**src/rtl/tbd_pkg.sv**
```systemverilog
`timescale 1ns / 1ps
// ---------------------------------------------------------------------------
// tbd_pkg
// Types and framing constants for the typed block deframer.
// ---------------------------------------------------------------------------
package tbd_pkg;

  localparam logic [7:0] HDR_BYTE  = 8'hc6;
  localparam logic [7:0] TYPE_CMD  = 8'h87;
  localparam logic [7:0] TYPE_DATA = 8'he1;
  localparam logic [7:0] TRL_BYTE  = 8'h6c;

  typedef enum logic [2:0] {
    PH_HEADER  = 3'd0,
    PH_TYPE    = 3'd1,
    PH_LEN_HI  = 3'd2,
    PH_LEN_LO  = 3'd3,
    PH_PAYLOAD = 3'd4,
    PH_TRAILER = 3'd5
  } phase_t;

  typedef enum logic [2:0] {
    EV_BUSY    = 3'd0,
    EV_PAYLOAD = 3'd1,
    EV_DONE    = 3'd2,
    EV_BADHDR  = 3'd3,
    EV_BADTYPE = 3'd4,
    EV_BADTRL  = 3'd5,
    EV_TIMEOUT = 3'd6
  } event_t;

  typedef struct packed {
    phase_t      phase;
    logic        is_cmd;
    logic [15:0] decl_len;
    logic [15:0] remaining;
  } frame_state_t;

  typedef struct packed {
    event_t      ev;
    logic [7:0]  data;
    logic        is_cmd;
    logic [15:0] length;
    logic        last;
  } frame_result_t;

endpackage

```
**src/rtl/typed_block_deframer_core.sv**
```systemverilog
`timescale 1ns / 1ps
// ---------------------------------------------------------------------------
// typed_block_deframer_core
// Parses header/type/length/payload/trailer blocks from a byte stream and
// gives one result per received byte or timeout transaction.
// ---------------------------------------------------------------------------
// Input channel (in_*): one transaction per received byte, or a line
// timeout / link error when in_action is 1.
// Result channel (out_*): exactly one transaction per input transaction, in
// order: progress, payload byte, block done or an error code.
// The result shows on out_* in the cycle after its input is taken.
// Throughput: one byte per cycle unless a stalled result holds the input;
// the parse step is a single pass through the frame state update between
// the state registers and the result register.
// A stalled result is held in the result register; in_stall rises only
// while a result is held and out_stall is high, so no transaction is lost.
// Reset (rst_n low, synchronous) returns the parser to awaiting a header,
// clears type and length, and empties the result register.
// ---------------------------------------------------------------------------
module typed_block_deframer_core (
  input  logic        clk,
  input  logic        rst_n,
  input  logic        in_valid,
  output logic        in_stall,
  input  logic        in_action,
  input  logic [7:0]  in_rx_byte,
  output logic        out_valid,
  input  logic        out_stall,
  output logic [2:0]  out_event_res,
  output logic [7:0]  out_payload_byte,
  output logic        out_is_command,
  output logic [15:0] out_block_length,
  output logic        out_last_payload
);

  tbd_pkg::frame_state_t  state_r;
  tbd_pkg::frame_state_t  state_nxt;
  tbd_pkg::frame_result_t res_r;
  tbd_pkg::frame_result_t res_nxt;
  logic                   out_valid_r;
  logic                   in_take;

  assign in_stall = out_valid_r & out_stall;
  assign in_take  = in_valid & ~in_stall;

  tbd_step u_step (
    .cur     (state_r),
    .action  (in_action),
    .rx_byte (in_rx_byte),
    .nxt     (state_nxt),
    .res     (res_nxt)
  );

  always_ff @(posedge clk) begin
    if (!rst_n) begin
      state_r.phase     <= tbd_pkg::PH_HEADER;
      state_r.is_cmd    <= 1'b0;
      state_r.decl_len  <= 16'd0;
      state_r.remaining <= 16'd0;
      out_valid_r       <= 1'b0;
    end else begin
      if (in_take) begin
        state_r     <= state_nxt;
        out_valid_r <= 1'b1;
      end else if (!out_stall) begin
        out_valid_r <= 1'b0;
      end
    end
  end

  always_ff @(posedge clk) begin
    if (in_take) begin
      res_r <= res_nxt;
    end
  end

  assign out_valid        = out_valid_r;
  assign out_event_res    = res_r.ev;
  assign out_payload_byte = res_r.data;
  assign out_is_command   = res_r.is_cmd;
  assign out_block_length = res_r.length;
  assign out_last_payload = res_r.last;

endmodule

```
**src/rtl/tbd_step.sv**
```systemverilog
`timescale 1ns / 1ps
// ---------------------------------------------------------------------------
// tbd_step
// One byte of frame parsing: next state and result from current state.
// ---------------------------------------------------------------------------
module tbd_step (
  input  tbd_pkg::frame_state_t  cur,
  input  logic                   action,
  input  logic [7:0]             rx_byte,
  output tbd_pkg::frame_state_t  nxt,
  output tbd_pkg::frame_result_t res
);

  logic [15:0] full_len;
  logic [15:0] rem_dec;

  assign full_len = {cur.decl_len[15:8], rx_byte};
  assign rem_dec  = (cur.remaining != 16'd0) ? (cur.remaining - 16'd1) : cur.remaining;

  always_comb begin
    nxt      = cur;
    res.ev   = tbd_pkg::EV_BUSY;
    res.data = 8'd0;
    res.last = 1'b0;
    if (action) begin
      res.ev    = tbd_pkg::EV_TIMEOUT;
      nxt.phase = tbd_pkg::PH_HEADER;
    end else begin
      case (cur.phase)
        tbd_pkg::PH_TYPE: begin
          if (rx_byte == tbd_pkg::TYPE_CMD) begin
            nxt.is_cmd = 1'b1;
            nxt.phase  = tbd_pkg::PH_LEN_HI;
          end else if (rx_byte == tbd_pkg::TYPE_DATA) begin
            nxt.is_cmd = 1'b0;
            nxt.phase  = tbd_pkg::PH_LEN_HI;
          end else begin
            res.ev    = tbd_pkg::EV_BADTYPE;
            res.data  = rx_byte;
            nxt.phase = tbd_pkg::PH_HEADER;
          end
        end
        tbd_pkg::PH_LEN_HI: begin
          nxt.decl_len = {rx_byte, 8'd0};
          nxt.phase    = tbd_pkg::PH_LEN_LO;
        end
        tbd_pkg::PH_LEN_LO: begin
          nxt.decl_len  = full_len;
          nxt.remaining = full_len;
          // empty block skips straight to the trailer
          nxt.phase     = (full_len == 16'd0) ? tbd_pkg::PH_TRAILER : tbd_pkg::PH_PAYLOAD;
        end
        tbd_pkg::PH_PAYLOAD: begin
          res.ev        = tbd_pkg::EV_PAYLOAD;
          res.data      = rx_byte;
          res.last      = (cur.remaining <= 16'd1);
          nxt.remaining = rem_dec;
          if (rem_dec == 16'd0) begin
            nxt.phase = tbd_pkg::PH_TRAILER;
          end
        end
        tbd_pkg::PH_TRAILER: begin
          if (rx_byte == tbd_pkg::TRL_BYTE) begin
            res.ev = tbd_pkg::EV_DONE;
          end else begin
            res.ev   = tbd_pkg::EV_BADTRL;
            res.data = rx_byte;
          end
          nxt.phase = tbd_pkg::PH_HEADER;
        end
        default: begin
          // header phase, and any phase code with no meaning
          if (rx_byte == tbd_pkg::HDR_BYTE) begin
            nxt.phase = tbd_pkg::PH_TYPE;
          end else begin
            res.ev    = tbd_pkg::EV_BADHDR;
            res.data  = rx_byte;
            nxt.phase = tbd_pkg::PH_HEADER;
          end
        end
      endcase
    end
    res.is_cmd = nxt.is_cmd;
    res.length = nxt.decl_len;
  end

endmodule

```
**config.mk**
```make
export PLATFORM = sky130hd
export DESIGN_NAME = typed_block_deframer_core
export DESIGN_NICKNAME = d
export VERILOG_FILES = /design/src/rtl/tbd_pkg.sv /design/src/rtl/typed_block_deframer_core.sv /design/src/rtl/tbd_step.sv
export SDC_FILE = /design/constraint.sdc
export NUM_CORES = 1
export LEC_CHECK = 0
export ABC_AREA = 1
export BUFFER_PORTS_ARGS = -buffer_cell sky130_fd_sc_hd__buf_4
export CAP_MARGIN = 20
export CORE_UTILIZATION = 54
export CTS_BUF_LIST = sky130_fd_sc_hd__clkbuf_8
export CTS_CLUSTER_DIAMETER = 30
export DETAILED_ROUTE_END_ITERATION = 16
export GPL_TIMING_DRIVEN = 0
export HOLD_SLACK_MARGIN = 0.12
export PLACE_DENSITY = 0.8
export SLEW_MARGIN = 5
export SYNTH_ARGS = -nofsm -noshare
export SYNTH_HDL_FRONTEND = slang
export SYNTH_SLANG_ARGS = --single-unit
export TNS_END_PERCENT = 1
```
**constraint.sdc**
```tcl
create_clock -name clk -period 3.25 [get_ports clk]
set_input_delay 0.65 -clock clk [delete_from_list [all_inputs] [get_ports clk]]
set_output_delay 0.65 -clock clk [all_outputs]
set_load 0.1 [all_outputs]
```
==> run metrics <==
metal3 WL 736 µm; Seq cells post-synth 66; worst vdd ir 0.386 mV; power per cell area 492 nW/µm²; Power Total 0.00205 W; outcome completed; Fmax 0.396 GHz; crit path launch type input port; Int Pwr 0.00141 W; Area Growth Syn to Fin 18.0%; # DRC 0; DRT met1 WL 3.90 mm; Num CTS Buffers 9; Setup TNS Final 0 ns; sequential share of power 45.2%; YS warnings 0; Vias 3394; Switch Pwr 0.000633 W; Critical Path, Cell by Cell buf_4 -> nand2_1 -> inv_1 -> nor2_4 -> inv_1 -> a211oi_4 -> buf_4 -> o21ai_1 -> a31oi_1; latest clock arrival within the worst-skew pair 0.36 ns; CTS root buffer clkbuf_8; Worst Setup SP out_stall; clock share of power 37.2%; sequential cell area 1610 µm²; Remaining Overflow, GRT 0; Met2 Wirelength 4.22 mm; Max Used Layer met4; Starting Density 55.8%; Mapped Cells 473; top cells by area, synth edfxtp_1 (25%), dfxtp_1 (21%), nand2_1 (11%); Synth top area share 24.7%; Clock Skew 0.00866 ns; leading area contributor after synthesis edfxtp_1; Routability Congestion 0.903; Post-synth EDFFs 29; RSZ-0062 raised after global routing no; antenna-violating nets left 0; initial drt markers 339; clk slew on worst S/H paths 0.07 ns; Async SR Flop Fraction 0%; n_diodes 0; Die W 82.8 µm; Vias/cell 5.58; CP required 3.53 ns; fillcell total 546; fin. max-slew vios 0; Max H-tree Level 3; port bufs 42; Leak 1.94 nW; worst slew pin tran 0.929 ns; Routed wire per std cell 14.9 µm; initial antenna violation count 0; Gates resized, CTS repair 0; Gate power share 17.5%; FP Rows 29; cell area after synthesis 3530 µm²; footprint of the multi-input gates 1580 µm²; GRT Total Usage 26.8%; final hold slack 0.477 ns; drt first pass iters 6; Post-Syn Nets 489; Reg-to-Reg Start out_valid$_SDFFE_PN0P_; synth cell count leaders nand2_1 (105), inv_1 (65), nor2_1 (47); io pins 44; WP data arrival 2.81 ns; Nets 542; Syn Area/Cell 7.45 µm²; Post-CTS Setup Bufs 0; crit-path max cell delay 0.71 ns; clk sinks 66; cell with the most instances after synthesis nand2_1; Final Hold Fails 0; TritonCTS clock tree done; DIE HEIGHT 82.8 µm; Slowest cell on crit path nor2_4; Hold Crit Start state_r[34]$_SDFFE_PN0P_; largest net degree at the start of global routing 35; Hold Crit Class reg -> reg; Longest Clk Path Bufs 2; Worst slew margin 37.9%; sw frac 30.9%; critical path class in -> reg; minimum clock period 2.53 ns; fraction of layout cells with a size suffix above 1 15.4%; # hold bufs at CTS 0; vias in the first global route 3140; first-pass GRT wire length 14.7 mm; CP Capture Type flop; post-DP HPWL 6.56 mm; Core ar. 6310 µm²; final setup vio count 0; Die ar. 6860 µm²; Cell variety after synth 33; top_reg_cell synth dfxtp_1; register area share after synthesis 45.7%; Max Cap Violations 0; Crit Path Max Fanout 34; fin crit share 77.8%; WL final 9.04 mm
state kept, by name, summed over array words and instances (netlist names):
| signal | cells |
|---|---|
| out_block_length | 16 |
| out_payload_byte | 8 |
| out_last_payload | 1 |
| out_event_res | 3 |
| state_r | 36 |
| out_valid | 1 |
| out_is_command | 1 |
critical path: cells and delay by family:
kind,cells,cell delay (ns)
AOI/OAI and AO/OA,3,0.59
and+or+nand+nor,2,0.78
buffers and inverters,4,0.77
cell usage in the layout, fill, tap and decap left out, types with 3 or more instances in the layout:
cell / instances
o21ai_0: 27
a21oi_1: 23
nand3b_1: 5
o22ai_1: 16
nor2_2: 3
a31oi_1: 17
nand2_2: 4
nand2_1: 105
nor2_4: 5
nand4_1: 6
dfxtp_1: 37
inv_2: 6
edfxtp_1: 29
clkbuf_8: 9
nand3_1: 30
clkbuf_1: 9
nor2_1: 46
ha_1: 3
o21ai_1: 16
nor3_1: 5
inv_1: 65
buf_4: 44
routing by layer:
layer / global-route usage, % / vias to the layer above
li1: - / 1682
met1: 35.2 / 1540
met2: 42.1 / 149
met3: 7.26 / 23
met4: 10.3 / 0
met5: 0 / -
cells by family (layout without fill, tap and decap cells):
family	after synthesis	after routing	share of synthesized area [%]
xor+xnor	2	2	0.497
compound gates	103	103	16.5
simple gates	212	212	26.5
flops	66	66	45.7
buf+inv	87	145	9.76
fa+ha+maj	3	3	1.06
layout make-up:
class / instances / area share, %
tap: 77 / 2.32
clock buffer: 9 / 2.98
sequential: 66 / 38.7
inverter: 72 / 6.49
clock inverter: 7 / 2.22
buffer: 15 / 1.77
timing repair buffer: 42 / 7.58
multi-input combinational: 320 / 37.9
power by group through the flow:
stage | clock [W] | sequential [W] | combinational (W)
final | 0.000762 | 0.000926 | 0.000359
after global routing | 0.000808 | 0.000930 | 0.000376
after CTS | 0.000774 | 0.000927 | 0.000358
after detailed placement | 0 | 0.000945 | 0.000356
after global placement | 0 | 0.000944 | 0.000351
after floorplan | 0 | 0.00112 | 0.0000887
per-stage QoR:
| stage | cell area [µm²] | cells | utilization [%] | worst slack, ns |
|---|---|---|---|---|
| 3_3_place_gp | 3950 | 592 | 62.5 | 0.405 |
| 2_1_floorplan | 3530 | 473 | - | 0.303 |
| 4_1_cts | 4160 | 608 | 65.9 | 0.707 |
| 6_report | 4160 | 608 | 65.9 | 0.723 |
| 5_1_grt | 4160 | 608 | 65.9 | 0.525 |
| 3_5_place_dp | 3950 | 592 | 62.5 | 0.349 |
path summary, 6_finish.rpt:
path | to | slack [ns] | cells past startpoint
max reg2reg | state_r[14]$_SDFFE_PN0P_ | 0.80 | 8
min reg2reg | state_r[34]$_SDFFE_PN0P_ | 0.48 | 2
max | state_r[14]$_SDFFE_PN0P_ | 0.72 | 9
min | state_r[34]$_SDFFE_PN0P_ | 0.48 | 2
(Power assumes the default switching activity.)
